**config.mk**
```make
export PLATFORM = sky130hd
export DESIGN_NAME = accel_tilt_filter_engine
export DESIGN_NICKNAME = d
export VERILOG_FILES = /design/src/hdl/atfe_pkg.sv /design/src/hdl/accel_tilt_filter_engine.sv
export SDC_FILE = /design/constraint.sdc
export NUM_CORES = 2
export LEC_CHECK = 0
export BUFFER_PORTS_ARGS = -buffer_cell sky130_fd_sc_hd__buf_2
export CAP_MARGIN = 30
export CORE_MARGIN = 4
export CORE_UTILIZATION = 50
export DETAILED_ROUTE_END_ITERATION = 10
export HOLD_SLACK_MARGIN = 0.1
export PLACE_DENSITY = 0.64
export RECOVER_POWER = 25
export SYNTH_ARGS = -nofsm -noshare
export SYNTH_HDL_FRONTEND = slang
export SYNTH_SLANG_ARGS = --single-unit
```
**constraint.sdc**
```tcl
create_clock -name clk -period 31.5 [get_ports clk]
set_input_delay 6.3 -clock clk [delete_from_list [all_inputs] [get_ports clk]]
set_output_delay 6.3 -clock clk [all_outputs]
set_load 0.05 [all_outputs]
```
**src/hdl/atfe_pkg.sv**
```systemverilog
// Shared types and constants for the accelerometer tilt engine.
// No dependencies; imported by accel_tilt_filter_engine, its checker and the testbench.
package atfe_pkg;

  localparam int TABLE_LEN   = 24;
  localparam int TABLE_IDX_W = $clog2(TABLE_LEN);
  localparam int ANGLE_LIMIT = 11520;
  localparam logic [16:0] ALPHA_ONE = 17'd65536;

  localparam logic OP_SAMPLE = 1'b0;
  localparam logic OP_TICK   = 1'b1;

  localparam logic [1:0] CFG_ALPHA     = 2'd0;
  localparam logic [1:0] CFG_THRESHOLD = 2'd1;
  localparam logic [1:0] CFG_TIMEOUT   = 2'd2;

  localparam logic [16:0] ALPHA_RESET     = 17'd6554;
  localparam logic [13:0] THRESHOLD_RESET = 14'd1920;
  localparam logic [15:0] TIMEOUT_RESET   = 16'd100;

  // atan(2^-i) in 2^-16 degree, rounded to nearest
  localparam logic [22:0] ATAN_TABLE [TABLE_LEN] = '{
    23'd2949120, 23'd1740967, 23'd919879, 23'd466945, 23'd234379, 23'd117304,
    23'd58666, 23'd29335, 23'd14668, 23'd7334, 23'd3667, 23'd1833,
    23'd917, 23'd458, 23'd229, 23'd115, 23'd57, 23'd29,
    23'd14, 23'd7, 23'd4, 23'd2, 23'd1, 23'd0
  };

  typedef enum logic [2:0] {
    ST_IDLE,
    ST_SQ_A,
    ST_SQ_B,
    ST_SQRT,
    ST_CORDIC,
    ST_ROUND,
    ST_FILTER,
    ST_OUTPUT
  } state_t;

endpackage

```
**src/hdl/accel_tilt_filter_engine.sv**
```systemverilog
// Tilt angle engine top level: sequencer, shared multiplier, square root and CORDIC.
// Depends on atfe_pkg.
//
// Each sample yields roll = atan2(y, sqrt(x^2+z^2)) and pitch = atan2(-x, sqrt(y^2+z^2))
// in 1/128 degree, smoothed by an exponential filter, plus four threshold flags and a
// sample-timeout fault. One item is in flight at a time and s_axis_tready stays low
// while it works. For a sample, each angle runs two multiplier passes for the sum of
// squares, 20 iterations of the bit-pair square root, CORDIC_STEPS vectoring steps,
// a rounding step and one multiplier pass for the filter, all on one shared datapath.
// A new item can be taken while a finished result still waits in the output register.
// Configuration writes are taken in any cycle outside reset.
module accel_tilt_filter_engine
  import atfe_pkg::*;
#(
  parameter int CORDIC_STEPS = 16
) (
  input  logic        clk,
  input  logic        rst,
  input  logic        s_axis_tvalid,
  output logic        s_axis_tready,
  input  logic [47:0] s_axis_tdata,  // accel_x[15:0], accel_y[31:16], accel_z[47:32]
  input  logic        s_axis_tuser,  // op
  output logic        m_axis_tvalid,
  input  logic        m_axis_tready,
  // roll_angle[14:0], pitch_angle[29:15], pitch_below[30], pitch_above[31],
  // roll_below[32], roll_above[33], sensor_fault[34], zero[39:35]
  output logic [39:0] m_axis_tdata,
  input  logic        cfg_valid,
  output logic        cfg_ready,
  input  logic [1:0]  cfg_index,
  input  logic [16:0] cfg_data
);

  localparam int STEP_W = $clog2(CORDIC_STEPS);
  localparam int SQRT_ITERS = 20;
  localparam int SQRT_W = $clog2(SQRT_ITERS);

  state_t state, state_next;

  logic [16:0] alpha_weight;
  logic [13:0] tilt_threshold;
  logic [15:0] timeout_ticks;

  logic signed [31:0] roll_acc, pitch_acc;
  logic [15:0]        idle_ticks;
  logic               fault_flag;

  logic signed [15:0] ax, ay, az;
  logic               pass;  // 0 roll, 1 pitch
  logic signed [16:0] num_op;
  logic signed [15:0] a_op, b_op;

  logic [31:0]        sq;
  logic [39:0]        rad;
  logic [20:0]        rem;
  logic [19:0]        root;
  logic [SQRT_W-1:0]  sqrt_cnt;

  logic signed [22:0] cx, cy;
  logic signed [23:0] cz;
  logic [STEP_W-1:0]  step;
  logic signed [14:0] angle;

  logic        out_valid;
  logic [39:0] out_data;

  // sequencer outputs
  logic accept;
  logic load_out;

  assign cfg_ready     = !rst;
  assign m_axis_tvalid = out_valid;
  assign m_axis_tdata  = out_data;

  // ---------------- shared multiplier
  logic signed [17:0] mul_a;
  logic signed [33:0] mul_b;
  logic signed [51:0] prod;
  logic signed [51:0] prod_sh;
  logic [16:0]        alpha_eff;
  logic signed [31:0] acc_sel;
  logic signed [32:0] diff;

  assign alpha_eff = (alpha_weight > ALPHA_ONE) ? ALPHA_ONE : alpha_weight;
  assign acc_sel   = pass ? pitch_acc : roll_acc;
  assign diff      = $signed({angle[14], angle, 16'd0}) - 33'(acc_sel);

  always_comb begin
    case (state)
      ST_SQ_A: begin
        mul_a = 18'(a_op);
        mul_b = 34'(a_op);
      end
      ST_SQ_B: begin
        mul_a = 18'(b_op);
        mul_b = 34'(b_op);
      end
      default: begin
        mul_a = $signed({1'b0, alpha_eff});
        mul_b = 34'(diff);
      end
    endcase
  end

  assign prod    = mul_a * mul_b;
  assign prod_sh = prod >>> 16;

  // ---------------- square root iteration
  logic [22:0] rem_cat, trial;
  logic        sqrt_take;
  assign rem_cat   = {rem, rad[39:38]};
  assign trial     = {1'b0, root, 2'b01};
  assign sqrt_take = rem_cat >= trial;

  // ---------------- CORDIC step
  logic signed [22:0] xs, ys;
  logic signed [23:0] atan_i;
  assign xs     = cx >>> step;
  assign ys     = cy >>> step;
  assign atan_i = $signed({1'b0, ATAN_TABLE[TABLE_IDX_W'(step)]});

  // ---------------- rounding and clamp
  logic signed [24:0] z_bias;
  logic signed [15:0] z_round;
  logic signed [14:0] z_clamp;
  assign z_bias  = 25'(cz) + 25'sd256;
  assign z_round = 16'(z_bias >>> 9);
  always_comb begin
    if (z_round > 16'(ANGLE_LIMIT)) begin
      z_clamp = 15'(ANGLE_LIMIT);
    end else if (z_round < -16'(ANGLE_LIMIT)) begin
      z_clamp = -15'(ANGLE_LIMIT);
    end else begin
      z_clamp = 15'(z_round);
    end
  end

  // ---------------- result word
  logic signed [32:0] thr_pos, thr_neg, roll33, pitch33;
  logic [32:0]        roll_rnd, pitch_rnd;
  assign thr_pos   = $signed({3'd0, tilt_threshold, 16'd0});
  assign thr_neg   = -thr_pos;
  assign roll33    = 33'(roll_acc);
  assign pitch33   = 33'(pitch_acc);
  assign roll_rnd  = roll33 + 33'sd32768;
  assign pitch_rnd = pitch33 + 33'sd32768;

  // ---------------- next state
  always_comb begin
    state_next = state;
    case (state)
      ST_IDLE: begin
        if (s_axis_tvalid) begin
          state_next = (s_axis_tuser == OP_TICK) ? ST_OUTPUT : ST_SQ_A;
        end
      end
      ST_SQ_A:   state_next = ST_SQ_B;
      ST_SQ_B:   state_next = ST_SQRT;
      ST_SQRT: begin
        if (sqrt_cnt == SQRT_W'(SQRT_ITERS - 1)) state_next = ST_CORDIC;
      end
      ST_CORDIC: begin
        if (step == STEP_W'(CORDIC_STEPS - 1)) state_next = ST_ROUND;
      end
      ST_ROUND:  state_next = ST_FILTER;
      ST_FILTER: state_next = pass ? ST_OUTPUT : ST_SQ_A;
      ST_OUTPUT: begin
        if (!out_valid || m_axis_tready) state_next = ST_IDLE;
      end
      default:   state_next = ST_IDLE;
    endcase
  end

  // ---------------- sequencer outputs
  always_comb begin
    s_axis_tready = 1'b0;
    load_out      = 1'b0;
    case (state)
      ST_IDLE:   s_axis_tready = !rst;
      ST_OUTPUT: load_out = !out_valid || m_axis_tready;
      default: begin
        s_axis_tready = 1'b0;
        load_out      = 1'b0;
      end
    endcase
  end

  assign accept = s_axis_tvalid && s_axis_tready;

  always_ff @(posedge clk) begin
    if (rst) begin
      state <= ST_IDLE;
    end else begin
      state <= state_next;
    end
  end

  // configuration
  always_ff @(posedge clk) begin
    if (rst) begin
      alpha_weight   <= ALPHA_RESET;
      tilt_threshold <= THRESHOLD_RESET;
      timeout_ticks  <= TIMEOUT_RESET;
    end else if (cfg_valid && cfg_ready) begin
      case (cfg_index)
        CFG_ALPHA:     alpha_weight   <= cfg_data;
        CFG_THRESHOLD: tilt_threshold <= cfg_data[13:0];
        CFG_TIMEOUT:   timeout_ticks  <= cfg_data[15:0];
        default: ;
      endcase
    end
  end

  // filter state, timeout and output register
  logic [16:0] ticks_inc;
  assign ticks_inc = {1'b0, idle_ticks} + 17'd1;

  always_ff @(posedge clk) begin
    if (rst) begin
      roll_acc   <= '0;
      pitch_acc  <= '0;
      idle_ticks <= '0;
      fault_flag <= 1'b0;
      out_valid  <= 1'b0;
    end else begin
      if (accept) begin
        if (s_axis_tuser == OP_TICK) begin
          if (ticks_inc > {1'b0, timeout_ticks}) fault_flag <= 1'b1;
          idle_ticks <= ticks_inc[16] ? 16'hFFFF : ticks_inc[15:0];
        end else begin
          idle_ticks <= '0;
          fault_flag <= 1'b0;
        end
      end
      if (state == ST_FILTER) begin
        if (pass) pitch_acc <= pitch_acc + prod_sh[31:0];
        else      roll_acc  <= roll_acc + prod_sh[31:0];
      end
      if (load_out) begin
        out_valid <= 1'b1;
      end else if (m_axis_tready) begin
        out_valid <= 1'b0;
      end
    end
  end

  always_ff @(posedge clk) begin
    if (load_out) begin
      out_data <= {5'd0, fault_flag, roll33 > thr_pos, roll33 < thr_neg,
                   pitch33 > thr_pos, pitch33 < thr_neg,
                   pitch_rnd[30:16], roll_rnd[30:16]};
    end
  end

  // datapath registers
  always_ff @(posedge clk) begin
    case (state)
      ST_IDLE: begin
        ax     <= s_axis_tdata[15:0];
        ay     <= s_axis_tdata[31:16];
        az     <= s_axis_tdata[47:32];
        pass   <= 1'b0;
        num_op <= 17'($signed(s_axis_tdata[31:16]));
        a_op   <= s_axis_tdata[15:0];
        b_op   <= s_axis_tdata[47:32];
      end
      ST_SQ_A: sq <= prod[31:0];
      ST_SQ_B: begin
        rad      <= {sq + prod[31:0], 8'd0};
        rem      <= '0;
        root     <= '0;
        sqrt_cnt <= '0;
      end
      ST_SQRT: begin
        rad      <= {rad[37:0], 2'b00};
        sqrt_cnt <= sqrt_cnt + SQRT_W'(1);
        if (sqrt_take) begin
          rem  <= 21'(rem_cat - trial);
          root <= {root[18:0], 1'b1};
        end else begin
          rem  <= rem_cat[20:0];
          root <= {root[18:0], 1'b0};
        end
        if (sqrt_cnt == SQRT_W'(SQRT_ITERS - 1)) begin
          // last bit pair: seed the CORDIC with the finished root
          cx   <= $signed({3'b000, root[18:0], sqrt_take});
          cy   <= 23'($signed({num_op, 4'd0}));
          cz   <= '0;
          step <= '0;
        end
      end
      ST_CORDIC: begin
        step <= step + STEP_W'(1);
        if (cy > 0) begin
          cx <= cx + ys;
          cy <= cy - xs;
          cz <= cz + atan_i;
        end else if (cy < 0) begin
          cx <= cx - ys;
          cy <= cy + xs;
          cz <= cz - atan_i;
        end
      end
      ST_ROUND: angle <= z_clamp;
      ST_FILTER: begin
        pass   <= 1'b1;
        num_op <= -17'(ax);
        a_op   <= ay;
        b_op   <= az;
      end
      default: ;
    endcase
  end

endmodule

```
## Word level (Yosys, flattened, before mapping)

Memories as Yosys holds them, arrays and structs flattened.
Index checks and enable logic that the tools add are counted.

| storage, ports and cells | value |
|---|---|
| flip-flop bits (word level) | 472 |
| bits in read-only memories | 736 |
| bits of input ports | 73 |
| output and inout port bits | 43 |
| logic and storage cells | 149 |
| memories | 1 |

| operators by class | value |
|---|---|
| add/subtract/negate cells | 19 |
| multiply operators | 1 |
| magnitude comparators | 12 |
| equal/unequal tests | 17 |
| shifts and indexed selects | 2 |
| mux-type cells | 46 |
| bitwise logic cells | 2 |
| reductions and logical operators | 21 |

Memories:

| name | depth | bits a word | read ports | clocked after Yosys merged registers in | write ports | line | RTL |
|---|---|---|---|---|---|---|---|
| (no name shown) | 32 | 23 | 1 | 0 | 0 | accel_tilt_filter_engine.sv:120 | `assign atan_i = $signed({1'b0, ATAN_TABLE[TABLE_IDX_W'(step)]});` |

Operators by type and width:

| cell | number |
|---|---|
| two-way mux 23 bit | 8 |
| adder 32 bit | 3 |
| one-hot mux 23 bit (2 select lines) | 2 |
| one-hot mux 40 bit (2 select lines) | 1 |
| two-way mux 24 bit | 3 |
| one-hot mux 34 bit (2 select lines) | 1 |
| < comparator 32 x 33 -> 1 bit | 2 |
| > comparator 32 x 31 -> 1 bit | 2 |
| one-hot mux 16 bit (2 select lines) | 2 |
| adder 31 x 17 -> 31 bit (second input constant) | 2 |
| multiplier 18 x 34 -> 48 bit | 1 |
| one-hot mux 24 bit (2 select lines) | 1 |
| adder 23 bit | 2 |
| >>> shifter 23 x 4 -> 23 bit | 2 |
| subtractor 23 bit | 2 |
| one-hot mux 21 bit (2 select lines) | 1 |
| one-hot mux 20 bit (2 select lines) | 1 |
| one-hot mux 18 bit (2 select lines) | 1 |
| one-hot mux 17 bit (2 select lines) | 1 |
| negator 30 -> 33 bit | 1 |
| subtractor 31 x 32 -> 33 bit | 1 |
| two-way mux 16 bit | 2 |
| two-way mux 32 bit | 1 |
| adder 24 x 10 -> 25 bit (second input constant) | 1 |
| 47 further kinds | 76 |

## Depth between registers and ports, before layout

| depth | value |
|---|---|
| word-level depth | 8 |
| depth in mapped cells | 57 |
| gate-level depth less buffers | 50 |

## Worst setup path before layout

No wires, ideal clock.

| path | value |
|---|---|
| path type | input -> output |
| start point | in rst |
| end point | out cfg_ready |
| data arrival time | 7.457 ns |
| slack | 17.743 ns |
| stages on the path | 4 |
| path buffers | 3 |
| cells stage by stage | clkbuf_1 > inv_1 > clkbuf_1 > clkbuf_1 |

| on the way | value |
|---|---|
| word-level cells in the longest chain between the ends | 1 |

RTL lines:

| what | line | RTL |
|---|---|---|
| start: declaration | accel_tilt_filter_engine.sv:18 | `input logic rst,` |
| logical NOT 1 bit | accel_tilt_filter_engine.sv:71 | `assign cfg_ready = !rst;` |
| end: declaration | accel_tilt_filter_engine.sv:29 | `output logic cfg_ready,` |

No other way between the ends.

## Worst setup path after layout

| path | value |
|---|---|
| start point | reg state[0] |
| end point | reg pitch_acc[30] |

| on the way | value |
|---|---|
| word-level cells in the longest chain between the ends | 4 |
| elaborated cells between the ends (all ways) | 8 |

RTL lines:

| what | line | RTL |
|---|---|---|
| start: declaration | accel_tilt_filter_engine.sv:38 | `state_t state, state_next;` |
| start signal: assignment | accel_tilt_filter_engine.sv:194 | `state <= state_next;` |
| == test 3 x 2 -> 1 bit / == test 3 x 1 -> 1 bit (equally long branches) | accel_tilt_filter_engine.sv:89 | `case (state)` |
| one-hot mux 18 bit (2 select lines) / one-hot mux 34 bit (2 select lines) (equally long branches) | accel_tilt_filter_engine.sv:89 |  |
| multiplier 18 x 34 -> 48 bit * | accel_tilt_filter_engine.sv:105 | `assign prod = mul_a * mul_b;` |
| via prod[25] | accel_tilt_filter_engine.sv:78 | `logic signed [51:0] prod;` |
| adder 32 bit * | accel_tilt_filter_engine.sv:236 | `if (pass) pitch_acc <= pitch_acc + prod_sh[31:0];` |
| end signal: assignment | accel_tilt_filter_engine.sv:236 |  |
| end: declaration | accel_tilt_filter_engine.sv:44 | `logic signed [31:0] roll_acc, pitch_acc;` |

The timed path passes the listed nets; every way through them passes the cells marked *.
A chain may end at the register's enable or synchronous reset.

==> impl_metrics.json <==
{
  "start_util": 0.5046,
  "cts-buffers-inserted": 53,
  "synth_xor_area_frac": 0.06098,
  "synth_mux_area_frac": 0.03476,
  "min_to": "timeout_ticks[1]",
  "dieArea_mm2": 0.1118,
  "io_buffers": 110,
  "synth_compound_area_frac": 0.1288,
  "antenna_found_initial": 2,
  "track_usage": 0.2761,
  "max_freq_ghz": 0.06809,
  "vias": 43060,
  "drt_iter0_markers": 3658,
  "ys.flop_type": "edfxtp_1",
  "placementRows": 119,
  "first_pass_iters": 5,
  "period_share": 0.4663,
  "hold_buffers": 0,
  "avgSynthCellArea_um2": 8.844,
  "clkTransAtPathRegs_ps": 70,
  "crit_path_top_delay_cell": "clkbuf_1",
  "ys_seq_area_frac": 0.2368,
  "ff2ff_path_depth": 35,
  "status": "finished, violations left",
  "areaGrowthSynthToFinish_pct": 7.787,
  "yosys-top-cells-area": "fa_1 (21%), edfxtp_1 (19%), ha_1 (9.9%), nand2_1 (6.7%), inv_1 (5.4%)",
  "final_antenna_net_count": 0,
  "relSlewSlack": -1.674,
  "drv_slew": 377,
  "worstPathArrival_ps": 15300,
  "layout-drive-gt1-share": 0.06290,
  "num_antenna_cells": 0,
  "finalCriticalPeriod_ps": 14690,
  "core_mm2": 0.1056,
  "reg2reg_to": "pitch_acc[30]",
  "synth_cells": 6023,
  "synth_warnings": 0,
  "ios": 116,
  "fin_nets": 7105,
  "hold_violations": 0,
  "synthSimpleGateAreaFrac": 0.1603,
  "hold_path_startpoint": "timeout_ticks[1]",
  "hp-class": "flip-flop to flip-flop",
  "crit_top_cell": "fa_1",
  "gp_congestion": 0.9568,
  "post-route-util": 0.5439,
  "max_stage_delay_ps": 2330,
  "max-cap-violations": 7,
  "cts_tree": "done",
  "synth_top_family_by_area": "adder cells",
  "mostFrequentLayoutCell": "nand2_1",
  "place.detailed.hpwl_um": 121100,
  "critical_path_class": "flip-flop to flip-flop",
  "overflow": 0,
  "cts_sinks": 464,
  "cts_setup_buffers": 0,
  "finClkSkew_ps": 49.05,
  "post_cts_resized": 0,
  "worst_setup_path_start_kind": "flip-flop",
  "worstMarginPinSlew_ps": 4012,
  "ys_ff_latch": 464,
  "root_buffer": "clkbuf_16",
  "grt_pass1_wl_um": 242500,
  "rr_startpoint": "state[0]",
  "final_cell_mix": "nand2_1 (944), inv_1 (766), fa_1 (552), nor2_1 (510), ha_1 (420)",
  "avgRoutedWirePerCell_um": 20.62,
  "setup_viol": 0,
  "cts_max_path_buffers": 3,
  "synth_edf_count": 332,
  "rrSetupSlack_ps": 16810,
  "grt_pass1_vias": 42520,
  "ys_types": 90,
  "drc": 0,
  "cp.required_ps": 32110,
  "tns_ps": 0,
  "async_flop_share": 0,
  "htree_levels": 2,
  "die_h_um": 334.4,
  "synthAdderAreaFrac": 0.3061,
  "violations": "max-capacitance violations, max-slew violations",
  "rsz0062_at_grt": "no",
  "yosys.area.top_type": "fa_1",
  "grt_max_degree": 97,
  "worstHoldPathCells": 2,
  "routed_wl_um": 154600,
  "die_w_um": 334.4,
  "viasPerCell": 5.744,
  "clock_latency_ps": 680,
  "syn_area_mm2": 0.05327,
  "netlist.area_leader.share": 0.2075,
  "cp-end-kind": "flip-flop",
  "crit_fanout": 51
}
==> metal layers <==
| metal | part of all wire | GRT usage |
|---|---|---|
| met1 | 0.43 | 0.3786 |
| met2 | 0.45 | 0.4380 |
| met3 | 0.082 | 0.05057 |
| met4 | 0.044 | 0.1059 |
| met5 | 0.000091 | 0 |
==> layout make-up <==
class | count | area (µm²)
repair buffers | 196 | 1199
flip-flops and latches | 464 | 12610
multi-input cells | 4573 | 36960
well taps | 1391 | 1740
fillers | 9616 | 48150
inverters | 772 | 2898
clock buffers | 66 | 1415
clock inverters | 34 | 593.1
==> worst max-delay path, delay by kind of cell, from the launching register on <==
family          cells  cell delay [ps]
compound gates     14             4870
fa+ha+maj           8             3800
buf+inv             4             2470
simple gates        7             1950
xor+xnor            2              860
flops               1              650
==> synthesized netlist by cell type, drive strengths merged, types with 7 or more instances <==
library cell / number
a2111oi: 9
a211o: 10
a211oi: 34
a21boi: 8
a21o: 114
a21oi: 402
a221o: 7
a22o: 7
a22oi: 13
a31o: 7
a31oi: 39
and2: 50
and3: 51
buf: 42
clkbuf: 190
dfxtp: 132
edfxtp: 332
fa: 552
ha: 420
inv: 772
mux2: 13
mux2i: 71
mux4: 44
nand2: 947
nand2b: 42
nand3: 104
nand4: 35
nor2: 514
nor2b: 42
nor3: 66
nor3b: 9
nor4: 28
o211ai: 36
o21a: 60
o21ai: 247
o21bai: 45
o22ai: 10
o31ai: 15
o41ai: 7
or2: 22
or3: 29
or4: 8
xnor2: 226
xor2: 144
==> sequential cells by signal (all words and copies together) (netlist names), 14 cells and up <==
signal          count
cz                 24
cx                 23
num_op             17
root               20
angle              15
az                 16
rem                21
b_op               16
a_op               16
cy                 23
tilt_threshold     14
m_axis_tdata       35
roll_acc           32
alpha_weight       17
sq                 32
ax                 16
rad                32
ay                 16
idle_ticks         16
pitch_acc          32
timeout_ticks      16
==> worst max-delay path by stage <==
stage | start | endpoint | cells past startpoint
after floorplan | rst | cfg_ready | 4
after CTS | rst | cfg_ready | 3
final | state[0] | pitch_acc[30] | 35
after global routing | state[0] | roll_acc[31] | 38
after detailed placement | rst | cfg_ready | 3
after global placement | rst | cfg_ready | 3
==> kinds of logic after synthesis <==
family / Yosys count
compound gates: 1115
fa+ha+maj: 972
other cells: 2
flops: 464
simple gates: 1968
xor+xnor: 370
mux: 128
buf+inv: 1004
==> per-stage QoR <==
step / instances / cell area (µm²) / setup WS (ps) / hold WS, ps
after global placement: 7388 / 55360 / 17610 / 444.9
after floorplan: 6041 / 53330 / 17740 / 409.0
after CTS: 7495 / 57450 / 17620 / 458.8
final: 7496 / 57410 / 16810 / 459.2
after detailed placement: 7395 / 55440 / 17620 / 450.5
after global routing: 7496 / 57410 / 16010 / 474.3
Power is not shown: default switching activity piles up to over one toggle a cycle in this logic, so the estimate is an artifact.
